File: src/sbfr_pkg.sv
// Package for the start-byte frame receiver.
// Holds the event, phase, status and register codes and the beat, config and result types.
// No dependencies.
package sbfr_pkg;

  // Payload lengths above this act as this length.
  localparam int unsigned MAX_PAYLOAD = 64;
  localparam int unsigned COUNT_WIDTH = 8;

  typedef enum logic [1:0] {
    OP_BYTE     = 2'd0,
    OP_TIMEOUT  = 2'd1,
    OP_PORT_ERR = 2'd2
  } op_e;

  typedef enum logic [1:0] {
    PH_HUNT = 2'd0,
    PH_DATA = 2'd1,
    PH_SUM  = 2'd2
  } phase_e;

  typedef enum logic [2:0] {
    ST_GOOD      = 3'd0,
    ST_BAD_SUM   = 3'd1,
    ST_NO_DATA   = 3'd2,
    ST_PORT_ERR  = 3'd3,
    ST_LINK_LOST = 3'd4
  } status_e;

  typedef enum logic {
    KIND_PAYLOAD = 1'b0,
    KIND_STATUS  = 1'b1
  } kind_e;

  typedef enum logic [1:0] {
    CFG_START_BYTE     = 2'd0,
    CFG_PAYLOAD_LENGTH = 2'd1,
    CFG_TIMEOUT_LIMIT  = 2'd2,
    CFG_SILENCE_LIMIT  = 2'd3
  } cfg_idx_e;

  typedef struct packed {
    logic [7:0] start_byte;
    logic [6:0] payload_length;
    logic [7:0] timeout_limit;
    logic [7:0] silence_limit;
  } cfg_t;

  typedef struct packed {
    logic [1:0] op;
    logic [7:0] rx_byte;
  } beat_t;

  typedef struct packed {
    logic [0:0] kind;
    logic [7:0] payload_byte;
    logic [5:0] byte_index;
    logic [2:0] frame_status;
  } res_t;

endpackage

File: src/sbfr_in_reg.sv
// Input register of the start-byte frame receiver.
// Captures one event beat and holds it until the frame logic takes it; uses sbfr_pkg.
module sbfr_in_reg (
  input  logic          clk_i,
  input  logic          rst_ni,
  input  logic          in_valid_i,
  output logic          in_ready_o,
  input  logic [1:0]    op_i,
  input  logic [7:0]    rx_byte_i,
  input  logic          take_i,
  output logic          valid_o,
  output sbfr_pkg::beat_t beat_o
);

  logic            valid_q, valid_d;
  sbfr_pkg::beat_t beat_q;
  logic            load;

  assign in_ready_o = !valid_q || take_i;
  assign load       = in_valid_i && in_ready_o;

  always_comb begin
    valid_d = valid_q;
    if (load) begin
      valid_d = 1'b1;
    end else if (take_i) begin
      valid_d = 1'b0;
    end
  end

  always_ff @(posedge clk_i or negedge rst_ni) begin
    if (!rst_ni) begin
      valid_q <= 1'b0;
    end else begin
      valid_q <= valid_d;
    end
  end

  always_ff @(posedge clk_i) begin
    if (load) begin
      beat_q.op      <= op_i;
      beat_q.rx_byte <= rx_byte_i;
    end
  end

  assign valid_o = valid_q;
  assign beat_o  = beat_q;

endmodule

File: src/sbfr_core.sv
// Frame logic of the start-byte frame receiver, uses sbfr_pkg: phase, counters, checksum
// and status. Takes one registered event per cycle if slot_free_i; at most one result.
module sbfr_core #(
  parameter int unsigned CountWidth = sbfr_pkg::COUNT_WIDTH
) (
  input  logic           clk_i,
  input  logic           rst_ni,
  input  sbfr_pkg::cfg_t cfg_i,
  input  logic           beat_valid_i,
  input  sbfr_pkg::beat_t beat_i,
  input  logic           slot_free_i,
  output logic           take_o,
  output logic           res_valid_o,
  output sbfr_pkg::res_t res_o
);

  localparam int unsigned CmpW = (CountWidth > 8) ? CountWidth : 8;

  sbfr_pkg::phase_e       phase_q, phase_d;
  logic [6:0]             count_q, count_d;
  logic [7:0]             sum_q, sum_d;
  logic [CountWidth-1:0]  to_run_q, to_run_d;
  logic [CountWidth-1:0]  sil_run_q, sil_run_d;
  logic                   retry_q, retry_d;

  logic [7:0] eff_len;
  logic [7:0] count_inc;
  logic       to_trip;
  logic       sil_trip;

  assign take_o = beat_valid_i && slot_free_i;

  // Effective payload length, clamped to the largest frame.
  assign eff_len = ({1'b0, cfg_i.payload_length} > 8'(sbfr_pkg::MAX_PAYLOAD))
                 ? 8'(sbfr_pkg::MAX_PAYLOAD) : {1'b0, cfg_i.payload_length};
  assign count_inc = {1'b0, count_q} + 8'd1;

  assign to_trip  = CmpW'(to_run_q) >= CmpW'(cfg_i.timeout_limit);
  assign sil_trip = CmpW'(sil_run_q) >= CmpW'(cfg_i.silence_limit);

  always_comb begin
    phase_d     = phase_q;
    count_d     = count_q;
    sum_d       = sum_q;
    to_run_d    = to_run_q;
    sil_run_d   = sil_run_q;
    retry_d     = retry_q;
    res_valid_o = 1'b0;
    res_o       = '0;

    if (take_o) begin
      case (sbfr_pkg::op_e'(beat_i.op))
        sbfr_pkg::OP_BYTE: begin
          to_run_d = '0;
          retry_d  = 1'b0;
          case (phase_q)
            sbfr_pkg::PH_DATA: begin
              res_valid_o        = 1'b1;
              res_o.kind         = sbfr_pkg::KIND_PAYLOAD;
              res_o.payload_byte = beat_i.rx_byte;
              res_o.byte_index   = count_q[5:0];
              sum_d              = sum_q + beat_i.rx_byte;
              count_d            = count_inc[6:0];
              if (count_inc >= eff_len) begin
                phase_d = sbfr_pkg::PH_SUM;
              end
            end
            sbfr_pkg::PH_SUM: begin
              sil_run_d          = '0;
              res_valid_o        = 1'b1;
              res_o.kind         = sbfr_pkg::KIND_STATUS;
              res_o.frame_status = (beat_i.rx_byte == sum_q) ? sbfr_pkg::ST_GOOD
                                                              : sbfr_pkg::ST_BAD_SUM;
              phase_d            = sbfr_pkg::PH_HUNT;
            end
            default: begin
              if (beat_i.rx_byte == cfg_i.start_byte) begin
                count_d = '0;
                sum_d   = '0;
                phase_d = (eff_len == 8'd0) ? sbfr_pkg::PH_SUM : sbfr_pkg::PH_DATA;
              end
            end
          endcase
        end
        sbfr_pkg::OP_TIMEOUT: begin
          if (to_trip) begin
            to_run_d           = '0;
            res_valid_o        = 1'b1;
            res_o.kind         = sbfr_pkg::KIND_STATUS;
            res_o.frame_status = sbfr_pkg::ST_PORT_ERR;
            phase_d            = sbfr_pkg::PH_HUNT;
            retry_d            = 1'b0;
          end else begin
            to_run_d = (to_run_q != '1) ? to_run_q + 1'b1 : to_run_q;
            if (phase_q != sbfr_pkg::PH_HUNT && !retry_q) begin
              // First timeout inside a frame is only retried.
              retry_d = 1'b1;
            end else begin
              res_valid_o = 1'b1;
              res_o.kind  = sbfr_pkg::KIND_STATUS;
              phase_d     = sbfr_pkg::PH_HUNT;
              retry_d     = 1'b0;
              if (sil_trip) begin
                sil_run_d          = '0;
                res_o.frame_status = sbfr_pkg::ST_LINK_LOST;
              end else begin
                sil_run_d          = (sil_run_q != '1) ? sil_run_q + 1'b1 : sil_run_q;
                res_o.frame_status = sbfr_pkg::ST_NO_DATA;
              end
            end
          end
        end
        sbfr_pkg::OP_PORT_ERR: begin
          to_run_d           = '0;
          res_valid_o        = 1'b1;
          res_o.kind         = sbfr_pkg::KIND_STATUS;
          res_o.frame_status = sbfr_pkg::ST_PORT_ERR;
          phase_d            = sbfr_pkg::PH_HUNT;
          retry_d            = 1'b0;
        end
        default: begin
        end
      endcase
    end
  end

  always_ff @(posedge clk_i or negedge rst_ni) begin
    if (!rst_ni) begin
      phase_q   <= sbfr_pkg::PH_HUNT;
      count_q   <= '0;
      sum_q     <= '0;
      to_run_q  <= '0;
      sil_run_q <= '0;
      retry_q   <= 1'b0;
    end else begin
      phase_q   <= phase_d;
      count_q   <= count_d;
      sum_q     <= sum_d;
      to_run_q  <= to_run_d;
      sil_run_q <= sil_run_d;
      retry_q   <= retry_d;
    end
  end

`ifndef NO_ASSERTIONS
  // A pending retry only exists inside a frame.
  a_retry_in_frame: assert property (@(posedge clk_i) disable iff (!rst_ni)
    retry_q |-> phase_q != sbfr_pkg::PH_HUNT)
    else $error("retry pending while hunting");

  // Every status result ends the frame.
  a_status_hunts: assert property (@(posedge clk_i) disable iff (!rst_ni)
    res_valid_o && res_o.kind == sbfr_pkg::KIND_STATUS |=>
      phase_q == sbfr_pkg::PH_HUNT && !retry_q)
    else $error("status result did not return to hunting");

  // A port error event clears the timeout run.
  a_port_err_clears: assert property (@(posedge clk_i) disable iff (!rst_ni)
    take_o && beat_i.op == sbfr_pkg::OP_PORT_ERR |=> to_run_q == '0)
    else $error("port error left timeout run set");

  // Payload bytes only come out while inside the data phase.
  a_payload_in_data: assert property (@(posedge clk_i) disable iff (!rst_ni)
    res_valid_o && res_o.kind == sbfr_pkg::KIND_PAYLOAD |-> phase_q == sbfr_pkg::PH_DATA)
    else $error("payload beat outside data phase");
`endif

endmodule

File: src/sbfr_out_reg.sv
// Result register of the start-byte frame receiver.
// Holds one result beat until the consumer takes it; uses sbfr_pkg.
module sbfr_out_reg (
  input  logic           clk_i,
  input  logic           rst_ni,
  input  logic           load_i,
  input  sbfr_pkg::res_t res_i,
  output logic           slot_free_o,
  input  logic           out_ready_i,
  output logic           out_valid_o,
  output sbfr_pkg::res_t res_o
);

  logic           valid_q, valid_d;
  sbfr_pkg::res_t res_q;

  assign slot_free_o = !valid_q || out_ready_i;

  always_comb begin
    valid_d = valid_q;
    if (load_i) begin
      valid_d = 1'b1;
    end else if (out_ready_i) begin
      valid_d = 1'b0;
    end
  end

  always_ff @(posedge clk_i or negedge rst_ni) begin
    if (!rst_ni) begin
      valid_q <= 1'b0;
    end else begin
      valid_q <= valid_d;
    end
  end

  always_ff @(posedge clk_i) begin
    if (load_i) begin
      res_q <= res_i;
    end
  end

  assign out_valid_o = valid_q;
  assign res_o       = res_q;

endmodule

File: src/start_byte_frame_receiver.sv
// Start-byte frame receiver: hunts for a start byte, passes payload bytes, checks the sum.
// An accepted event beat goes through the input register, then the frame logic into the
// result register; one event beat is taken every cycle while the result register has room.
// Reset (rst_ni low, asynchronous) empties both registers, returns to hunting with all
// counters cleared, and sets the registers to start 0, length 1, limits 3 and 3.
// Uses sbfr_pkg, sbfr_in_reg, sbfr_core and sbfr_out_reg.
module start_byte_frame_receiver #(
  parameter int unsigned CountWidth = sbfr_pkg::COUNT_WIDTH
) (
  input  logic       clk_i,
  input  logic       rst_ni,
  input  logic       cfg_we_i,
  input  logic [1:0] cfg_index_i,
  input  logic [7:0] cfg_wdata_i,
  input  logic       in_valid_i,
  output logic       in_ready_o,
  input  logic [1:0] op_i,
  input  logic [7:0] rx_byte_i,
  output logic       out_valid_o,
  input  logic       out_ready_i,
  output logic       kind_o,
  output logic [7:0] payload_byte_o,
  output logic [5:0] byte_index_o,
  output logic [2:0] frame_status_o
);

  sbfr_pkg::cfg_t  cfg_q, cfg_d;
  sbfr_pkg::beat_t beat;
  sbfr_pkg::res_t  core_res;
  sbfr_pkg::res_t  out_res;
  logic            beat_valid;
  logic            take;
  logic            core_res_valid;
  logic            slot_free;

  always_comb begin
    cfg_d = cfg_q;
    if (cfg_we_i) begin
      case (sbfr_pkg::cfg_idx_e'(cfg_index_i))
        sbfr_pkg::CFG_START_BYTE:     cfg_d.start_byte     = cfg_wdata_i;
        sbfr_pkg::CFG_PAYLOAD_LENGTH: cfg_d.payload_length = cfg_wdata_i[6:0];
        sbfr_pkg::CFG_TIMEOUT_LIMIT:  cfg_d.timeout_limit  = cfg_wdata_i;
        sbfr_pkg::CFG_SILENCE_LIMIT:  cfg_d.silence_limit  = cfg_wdata_i;
        default: begin
        end
      endcase
    end
  end

  always_ff @(posedge clk_i or negedge rst_ni) begin
    if (!rst_ni) begin
      cfg_q.start_byte     <= 8'd0;
      cfg_q.payload_length <= 7'd1;
      cfg_q.timeout_limit  <= 8'd3;
      cfg_q.silence_limit  <= 8'd3;
    end else begin
      cfg_q <= cfg_d;
    end
  end

  sbfr_in_reg u_in_reg (
    .clk_i      (clk_i),
    .rst_ni     (rst_ni),
    .in_valid_i (in_valid_i),
    .in_ready_o (in_ready_o),
    .op_i       (op_i),
    .rx_byte_i  (rx_byte_i),
    .take_i     (take),
    .valid_o    (beat_valid),
    .beat_o     (beat)
  );

  sbfr_core #(
    .CountWidth (CountWidth)
  ) u_core (
    .clk_i        (clk_i),
    .rst_ni       (rst_ni),
    .cfg_i        (cfg_q),
    .beat_valid_i (beat_valid),
    .beat_i       (beat),
    .slot_free_i  (slot_free),
    .take_o       (take),
    .res_valid_o  (core_res_valid),
    .res_o        (core_res)
  );

  sbfr_out_reg u_out_reg (
    .clk_i       (clk_i),
    .rst_ni      (rst_ni),
    .load_i      (core_res_valid),
    .res_i       (core_res),
    .slot_free_o (slot_free),
    .out_ready_i (out_ready_i),
    .out_valid_o (out_valid_o),
    .res_o       (out_res)
  );

  assign kind_o         = out_res.kind;
  assign payload_byte_o = out_res.payload_byte;
  assign byte_index_o   = out_res.byte_index;
  assign frame_status_o = out_res.frame_status;

endmodule
File: config.mk
export PLATFORM = sky130hd
export DESIGN_NAME = start_byte_frame_receiver
export DESIGN_NICKNAME = d
export VERILOG_FILES = /design/src/sbfr_pkg.sv /design/src/sbfr_in_reg.sv /design/src/sbfr_core.sv /design/src/sbfr_out_reg.sv /design/src/start_byte_frame_receiver.sv
export SDC_FILE = /design/constraint.sdc
export NUM_CORES = 1
export LEC_CHECK = 0
export ABC_AREA = 1
export ABC_CLOCK_PERIOD_IN_PS = 2900
export BUFFER_PORTS_ARGS = -buffer_cell sky130_fd_sc_hd__buf_2
export CAP_MARGIN = 10
export CORE_MARGIN = 2
export CORE_UTILIZATION = 35
export DETAILED_ROUTE_END_ITERATION = 16
export PLACE_DENSITY_LB_ADDON = 0.3
export SKIP_CTS_REPAIR_TIMING = 1
export SLEW_MARGIN = 0
export SYNTH_ARGS = -nofsm -noshare
export SYNTH_HDL_FRONTEND = slang
export SYNTH_SLANG_ARGS = --single-unit
File: constraint.sdc
create_clock -name clk_i -period 2.9 [get_ports clk_i]
set_clock_uncertainty 0.2 [all_clocks]
set_input_delay 0.435 -clock clk_i [delete_from_list [all_inputs] [get_ports clk_i]]
set_output_delay 0.435 -clock clk_i [all_outputs]
set_load 0.01 [all_outputs]
=== Word level (Yosys, flattened, before mapping) ===
Index checks and enable logic that the tools add are counted.

* Memories kept: 0
* Register bits: 95
* RAM bits: 0
* Bits in latches: 0
* ROM bits: 0

* Add/sub/neg operators: 4
* Reductions and logical operators: 30
* Equal/unequal tests: 19
* $mul: 0
* Multiplexer cells: 41
* Order comparisons: 4
* Div/mod/pow operators: 0
* Bitwise operators: 1
* Shift operators: 0

{| class="wikitable"
|+ Operators with widths
! operator !! number
|-
| 8-bit 2-to-1 mux || 8
|-
| 8-bit case mux with 2 select lines || 3
|-
| 8-bit >= comparator || 3
|-
| 8-bit by 1-bit adder with 8-bit output (second input constant) || 2
|-
| 8-bit == test || 2
|-
| 8-bit inequality test (second input constant) || 2
|-
| 7-bit 2-to-1 mux || 2
|-
| 7-bit case mux with 2 select lines || 1
|-
| 1-bit 2-to-1 mux || 12
|-
| 3-bit 2-to-1 mux || 4
|-
| 2-bit nonzero test || 6
|-
| 2-bit 2-to-1 mux || 5
|-
| 2-bit AND reduction || 5
|-
| 3-bit case mux with 3 select lines || 1
|-
| 7-bit by 1-bit adder with 8-bit output (second input constant) || 1
|-
| 8-bit adder || 1
|-
| 2-bit == test (second input constant) || 4
|-
| 8-bit logical NOT || 1
|-
| 7-bit greater-than comparator (second input constant) || 1
|-
| 2-bit by 1-bit == test with 1-bit output (second input constant) || 3
|-
| 2-bit inequality test (second input constant) || 3
|-
| 3-bit by 1-bit inequality test with 1-bit output (second input constant) || 2
|-
| 3-bit by 2-bit inequality test with 1-bit output (second input constant) || 2
|-
| 1-bit case mux with 3 select lines || 2
|-
| other kinds (15) || 23
|}

=== Longest topological paths before layout ===
Gate-level depths: netlist of the first run.

* Depth in word-level cells: 7
* Gate-level depth with buffers: 15
* Mapped depth without buffers: 14

=== Hierarchy ===
From an unflattened synthesis of the first run, not the netlist that was laid out.

* Cell total of the unflattened synthesis: 650
* Area total of the unflattened synthesis: 5515.3 µm²

{| class="wikitable"
|+ By module, submodules not included
! module !! cells an instance !! area each (µm²) !! times used
|-
| sbfr_core || 472 || 3240.6 || 1
|-
| start_byte_frame_receiver || 139 || 1343.8 || 1
|-
| sbfr_out_reg || 23 || 585.6 || 1
|-
| sbfr_in_reg || 16 || 345.3 || 1
|}

=== Worst setup path after synthesis of the first run ===
No wires, ideal clock.

* Kind: register to register
* Start: register cfg_q[9] (netlist name)
* End: register u_out_reg.res_q, in the netlist u_out_reg.res_o[0], enable pin
* Data arrival time: 1.816 ns
* Data required time: 2.327 ns
* Setup slack: 0.511 ns
* Setup time: 0.373 ns
* Buffers on the path: 0
* Cell stages (with the launch flop): 13
* Path through: dfstp_2 > inv_1 > ha_1 > nand2_1 > nand3_1 > nand2_1 > nand2_1 > nand2_1 > nand2_4 > nand2_1 > nand4_1 > nand2_1 > inv_1

* Longest elaborated chain between the ends: 4

{| class="wikitable"
|+ RTL lines
! element !! line !! RTL
|-
| start, declared || start_byte_frame_receiver.sv:27 || <nowiki>sbfr_pkg::cfg_t cfg_q, cfg_d;</nowiki>
|-
| start signal, assigned || start_byte_frame_receiver.sv:57 || <nowiki>cfg_q <= cfg_d;</nowiki>
|-
| 8-bit >= comparator || sbfr_core.sv:38 || <nowiki>assign to_trip = CmpW'(to_run_q) >= CmpW'(cfg_i.timeout_limit);</nowiki>
|-
| 1-bit 2-to-1 mux || sbfr_core.sv:86 || <nowiki>if (to_trip) begin</nowiki>
|-
| 1-bit case mux with 3 select lines || sbfr_core.sv:52 || <nowiki>case (sbfr_pkg::op_e'(beat_i.op))</nowiki>
|-
| 1-bit 2-to-1 mux || sbfr_core.sv:51 || <nowiki>if (take_o) begin</nowiki>
|-
| named net core_res_valid || start_byte_frame_receiver.sv:33 || <nowiki>logic core_res_valid;</nowiki>
|-
| end signal, assigned || sbfr_out_reg.sv:38 || <nowiki>res_q <= res_i;</nowiki>
|-
| end, declared || sbfr_out_reg.sv:15 || <nowiki>sbfr_pkg::res_t res_q;</nowiki>
|}

The timed path passes the listed nets, and every way through them passes these cells.
A chain may end at the register's enable or synchronous reset.

=== Final worst setup path of the first run ===
* Start: register u_core.count_q[0]
* End: register u_core.phase_q[0]

* Longest elaborated chain between the ends: 4

{| class="wikitable"
|+ RTL lines
! element !! line !! RTL
|-
| start, declared || sbfr_core.sv:20 || <nowiki>logic [6:0] count_q, count_d;</nowiki>
|-
| start signal, assigned || sbfr_core.sv:137 || <nowiki>count_q <= count_d;</nowiki>
|-
| 7-bit by 1-bit adder with 8-bit output || sbfr_core.sv:36 || <nowiki>assign count_inc = {1'b0, count_q} + 8'd1;</nowiki>
|-
| 8-bit >= comparator || sbfr_core.sv:64 || <nowiki>if (count_inc >= eff_len) begin</nowiki>
|-
| 3-bit by 2-bit inequality test with 1-bit output (no line) || - ||
|-
| 5-bit AND reduction (no line) || - ||
|-
| end signal, assigned || sbfr_core.sv:129 || <nowiki>phase_q <= sbfr_pkg::PH_HUNT;</nowiki>
|-
| end signal, assigned || sbfr_core.sv:136 || <nowiki>phase_q <= phase_d;</nowiki>
|-
| end, declared || sbfr_core.sv:19 || <nowiki>sbfr_pkg::phase_e phase_q, phase_d;</nowiki>
|}

Every way passes these cells.

==> flow_metrics.py, run 1 <==
metrics = {
    "outcome": {
        "status": "completed",
    },
    "sta": {
        "setup_tns_ns": 0,
        "rsz0062_at_grt": "false",
        "hold_viol_final": 0,
        "fmaxAchievable_mhz": 403,
        "setup_violations": 0,
        "fin_crit_ns": 2.48,
        "whs_ns": 0.0462,
        "tightest_slew_ns": 0.738,
        "timing.final.crit_share_pct": 85.5,
        "maxSlewHeadroom_pct": 50.6,
        "slew_violations": 0,
    },
    "cts": {
        "clock_sinks": 95,
        "path_clk_slew_ns": 0.07,
        "htreeDepth": 3,
        "cts_buffer_depth": 2,
        "cts_tree": "done",
        "numCtsBuffers": 9,
        "clock-root-buffer": "clkbuf_16",
        "clk_latency_ns": 0.36,
    },
    "routing": {
        "drt-initial-drc-count": 247,
        "wl_per_cell_um": 13.1,
        "vias_per_cell": 4.82,
        "firstDrtPassIters": 5,
        "drcViolationCount": 0,
        "drtAntennaViolNets": 0,
        "num_vias": 4194,
        "wl_um": 11400,
    },
    "logic_synthesis": {
        "netlist-cell-type-count": 41,
        "syn_avg_cell_area_um2": 8.56,
        "synth-edff-count": 28,
        "synth_area_mm2": 0.00538,
        "synth_ff_type": "dfrtp_1",
        "async_flop_share_pct": 70.5,
        "yosysSeqAreaShare_pct": 46.9,
        "yosysWarnings": 0,
        "ys_ff_latch": 95,
        "synthCells": 628,
        "syn-num-nets": 695,
    },
    "worst_setup_path": {
        "cp.arrival_ns": 2.53,
        "reg2reg_depth": 11,
        "crit_type": "flip-flop to flip-flop",
        "crit_fanout": 6,
        "cp-start-kind": "flip-flop",
        "critPathRequiredTime_ns": 2.95,
        "worstReg2RegStart": "u_core.count_q[0]",
        "crit_path_end_kind": "flip-flop",
        "startpoint": "u_core.count_q[0]",
    },
    "global_routing": {
        "grt_pass1_vias": 4064,
        "gr-total-overflow": 0,
        "grt_max_degree": 40,
        "grt_pass1_wl_um": 19700,
        "antenna_found_initial": 0,
        "grtUsageTotal_pct": 15.3,
    },
    "min_path": {
        "hp-class": "input port to flip-flop",
        "min-delay-start": "rx_byte_i[0]",
        "hold_depth": 1,
    },
    "power": {
        "powerDensity_mw_per_mm2": 690,
        "vdd_ir_drop_max_mv": 0.314,
        "p_total_mw": 4.20,
        "leakagePower_nw": 3.01,
    },
    "layout": {
        "syn_to_final_growth_pct": 13.1,
        "finalNetCount": 744,
        "antennaDiodeCount": 0,
        "stdcell_count": 870,
        "drive_gt1_share_pct": 13.6,
    },
    "floorplanning": {
        "die_w_um": 128,
        "initial_core_util_pct": 35.6,
        "num_io_pins": 45,
        "die_h_um": 128,
        "core-area_mm2": 0.0151,
        "die_area_mm2": 0.0164,
        "rows": 45,
    },
    "place": {
        "numPortBuffers": 44,
        "gp_congestion": 0.851,
        "placed_cells": 853,
        "hpwl_um": 8700,
    },
    "flow_run": {
        "maxCapViolCount": 0,
    },
}
==> registers in the layout, summed over array words and instances (netlist names), 2 cells and up <==
signal            count
cfg_q                31
u_core.count_q        7
u_core.phase_q        2
u_core.sil_run_q      8
u_core.sum_q          8
u_core.to_run_q       8
u_in_reg.beat_o      10
u_out_reg.res_o      18
==> per-stage QoR <==
step	util [%]	area (um^2)	setup slack (ns)
3_5_place_dp	38.5	5800	0.455
3_3_place_gp	38.5	5800	0.525
6_report	40.3	6080	0.420
5_1_grt	40.3	6080	0.242
2_1_floorplan	-	5380	0.511
4_1_cts	40.2	6070	0.445
==> worst max-delay path, cell delays in order (launching register included) <==
cell     delay, ns
dfrtp_1       0.45
ha_1          0.22
nand3_1       0.13
nor3_1        0.20
xor2_1        0.13
ha_1          0.31
nand3_1       0.09
or2_2         0.28
nand3_1       0.12
nand2_1       0.10
nand2_1       0.09
nand2_1       0.05
==> layout make-up <==
cell class	instances	area (um^2)
multi-input cells	432	2450
flip-flops and latches	95	2520
clock inverters	6	37.5
clock buffers	10	229
repair buffers	47	258
well taps	188	235
fillers	1500	9010
inverters	92	345
==> logic make-up after synthesis <==
family / count (synthesis) / synth area share [%]
xor gates and xnor gates: 20 / 3.26
adders and majority gates: 42 / 9.91
AOI/OAI and AO/OA: 82 / 9.77
DFF: 95 / 46.9
and+or+nand+nor: 288 / 22.6
buffers and inverters: 101 / 7.49
==> cells in the final DEF (no fill, tap or decap), drive strengths merged, types with 5 or more instances in the layout <==
master	Yosys	routed
a21oi	10	10
a22o	9	9
buf	4	46
clkbuf	5	10
dfrtp	62	62
dfstp	5	5
edfxtp	28	28
ha	41	41
inv	92	92
nand2	170	170
nand3	39	39
nor2	62	62
nor3	6	6
o21ai	50	50
xnor2	6	6
xor2	14	14
==> synth_stat cells, types with 2 or more instances <==
library cell / n / area, um^2
xnor2_1: 6 / 52.6
a21o_1: 2 / 15.0
nand2_1: 165 / 619
a22o_1: 5 / 43.8
nand3_1: 39 / 195
nand2_4: 3 / 33.8
nand4_1: 4 / 25.0
clkbuf_1: 5 / 18.8
ha_1: 41 / 513
o21ai_0: 39 / 195
nand3b_1: 3 / 22.5
edfxtp_1: 28 / 841
dfrtp_1: 62 / 1550
a21oi_1: 9 / 45.0
a22o_2: 4 / 40.0
o21ai_1: 2 / 10.0
or2_2: 2 / 12.5
a21boi_0: 2 / 15.0
nor3_1: 4 / 20.0
nor2_1: 60 / 225
dfstp_2: 5 / 131
inv_2: 2 / 7.51
a31oi_1: 3 / 18.8
inv_1: 90 / 338
xor2_1: 14 / 123
buf_6: 3 / 33.8
nor4_1: 2 / 12.5
nor2_2: 2 / 12.5
o21ai_2: 9 / 78.8
nand2_2: 2 / 12.5
==> power breakdown <==
part	internal, mW	switching [mW]	total (mW)
logic	0.508	0.761	1.27
clock network	0.577	0.526	1.10
registers	1.63	0.190	1.82
==> metal layers <==
metal  up-vias  GRT usage, %  wire (um)
met5         -             0          0
met4         0          6.14        194
met3        13          3.09        440
met2        65          24.5       5290
met1      1993          20.3       5480
li1       2123             -          -
==> path summary, 6_finish.rpt <==
check                                     endpoint  slack, ns
worst max-delay path             u_core.phase_q[0]       0.42
min in group asynchronous          u_core.sum_q[1]       0.46
worst max register to register   u_core.phase_q[0]       0.42
worst min register to register     u_core.sum_q[4]       0.29
worst min-delay path            u_in_reg.beat_o[0]       0.05
max in group asynchronous                 cfg_q[8]       1.31
Note: power is estimated with default switching activity, not from simulation.
==> inputs of run 2 (changes only) <==
--- a/config.mk
+++ b/config.mk
@@ -6,7 +6,7 @@
 export NUM_CORES = 1
 export LEC_CHECK = 0
 export ABC_AREA = 1
-export ABC_CLOCK_PERIOD_IN_PS = 2900
+export ABC_CLOCK_PERIOD_IN_PS = 3100
 export BUFFER_PORTS_ARGS = -buffer_cell sky130_fd_sc_hd__buf_2
 export CAP_MARGIN = 10
 export CORE_MARGIN = 2
==> constraint.sdc (replaced) <==
create_clock -name clk_i -period 3.1 [get_ports clk_i]
set_clock_uncertainty 0.2 [all_clocks]
set_input_delay 0.465 -clock clk_i [delete_from_list [all_inputs] [get_ports clk_i]]
set_output_delay 0.465 -clock clk_i [all_outputs]
set_load 0.01 [all_outputs]
==> flow_metrics.py, run 2 (synthesis results as in run 1) <==
metrics = {
    "outcome": {
        "status": "completed",
    },
    "sta": {
        "maxSlewHeadroom_pct": 51.9,
        "tightest_slew_ns": 0.720,
        "setup_violations": 0,
        "fin_crit_ns": 2.44,
        "rsz0062_at_grt": "false",
        "fmaxAchievable_mhz": 409,
        "setup_tns_ns": 0,
        "timing.final.crit_share_pct": 78.8,
        "whs_ns": 0.0838,
        "hold_viol_final": 0,
        "slew_violations": 0,
    },
    "layout": {
        "syn_to_final_growth_pct": 13.4,
        "finish.instance_area_mm2": 0.00610,
        "finalNetCount": 744,
        "n_fill_cell": 1546,
        "regArea_mm2": 0.00252,
        "drive_gt1_share_pct": 13.8,
        "multi_input_area_mm2": 0.00245,
        "final_cell_mix": "nand2_1 (165), inv_1 (90), dfrtp_1 (62)",
        "top_register": "cfg_q",
        "antennaDiodeCount": 0,
        "stdcell_count": 870,
        "layout_commonest_cell": "nand2_1",
        "largest_reg_flops": 31,
    },
    "routing": {
        "drtAntennaViolNets": 0,
        "firstDrtPassIters": 5,
        "wl_um": 11600,
        "wl_per_cell_um": 13.3,
        "vias_per_cell": 4.81,
        "num_vias": 4185,
        "drcViolationCount": 0,
        "drt-initial-drc-count": 207,
    },
    "worst_setup_path": {
        "crit_path_end_kind": "flip-flop",
        "cp-start-kind": "flip-flop",
        "crit_fanout": 6,
        "crit_type": "flip-flop to flip-flop",
        "crit_path_top_delay_cell": "dfrtp_1",
        "cp_cell_sequence": "ha_1 -> nand3_1 -> nor3_1 -> xor2_1 -> ha_1 -> nand3_1 -> or2_2 -> nand3_1 -> nand2_1 -> nand2_1 -> nand2_1",
        "cp.arrival_ns": 2.49,
        "reg2reg_depth": 11,
        "critPathRequiredTime_ns": 3.14,
        "cpPeakStageDelay_ns": 0.45,
    },
    "place": {
        "gp_congestion": 0.848,
        "placed_cells": 853,
        "hpwl_um": 8690,
        "placed_cell_area_mm2": 0.00580,
        "numPortBuffers": 44,
    },
    "cts": {
        "path_clk_slew_ns": 0.07,
        "clock-root-buffer": "clkbuf_16",
        "clock_sinks": 95,
        "cts_tree": "done",
        "cts_buffer_depth": 2,
        "htreeDepth": 3,
        "clk_latency_ns": 0.35,
        "numCtsBuffers": 9,
    },
    "floorplanning": {
        "die_w_um": 128,
        "die_area_mm2": 0.0164,
        "num_io_pins": 45,
        "core-area_mm2": 0.0151,
        "rows": 45,
        "initial_core_util_pct": 35.6,
        "die_h_um": 128,
    },
    "global_routing": {
        "grt_pass1_vias": 4091,
        "grtUsageTotal_pct": 15.6,
        "antenna_found_initial": 0,
        "grt_pass1_wl_um": 19900,
        "grt_max_degree": 60,
        "gr-total-overflow": 0,
    },
    "power": {
        "vdd_ir_drop_max_mv": 0.306,
        "powerDensity_mw_per_mm2": 651,
        "leakagePower_nw": 3.03,
        "p_total_mw": 3.97,
    },
    "min_path": {
        "hp-class": "input port to flip-flop",
        "hold_depth": 1,
    },
    "flow_run": {
        "maxCapViolCount": 0,
    },
}
-- run 2: cell type report --
cell class / instances / share of cell area (%)
flip-flops and latches: 95 / 41.4
clock inverters: 4 / 0.472
repair buffers: 47 / 4.23
inverters: 92 / 5.66
multi-input cells: 432 / 40.2
clock buffers: 12 / 4.21
well taps: 188 / 3.86
-- run 2: final timing paths --
path                                   startpoint  slack, ns            endpoint
worst max-delay path            u_core.count_q[0]       0.66   u_core.phase_q[1]
worst min-delay path                 rx_byte_i[5]       0.08  u_in_reg.beat_o[5]
worst max register to register  u_core.count_q[0]       0.66   u_core.phase_q[1]
worst min register to register    u_core.sum_q[5]       0.29     u_core.sum_q[5]
max in group asynchronous                  rst_ni       1.74            cfg_q[9]
min in group asynchronous                  rst_ni       0.32     u_core.sum_q[5]
-- run 2: critical path, delay by kind of cell, from the launching register on --
kind | cells | cell delay [ns]
adder cells (fa/ha/maj) | 2 | 0.53
AND/OR/NAND/NOR | 8 | 1.05
XOR/XNOR | 1 | 0.13
flip-flops | 1 | 0.45
-- run 2: routing by layer --
metal	vias to the layer above	share of wire, %	routed length [um]	track usage (%)
li1	2123	-	-	-
met2	75	47	5400	25.3
met4	0	2.3	265	7.43
met5	-	0	0	0
met1	1973	47	5380	19.9
met3	14	4.6	531	3.26
-- run 2: metrics by stage --
step	utilization [%]	worst slack [ns]
2_1_floorplan	-	0.711
3_3_place_gp	38.5	0.722
3_5_place_dp	38.5	0.688
4_1_cts	40.3	0.669
5_1_grt	40.4	0.414
6_report	40.4	0.656
-- run 2: power breakdown --
part           switching, mW  internal, mW
registers              0.177          1.53
logic                  0.722         0.478
clock network          0.476         0.590
total                   1.37          2.60
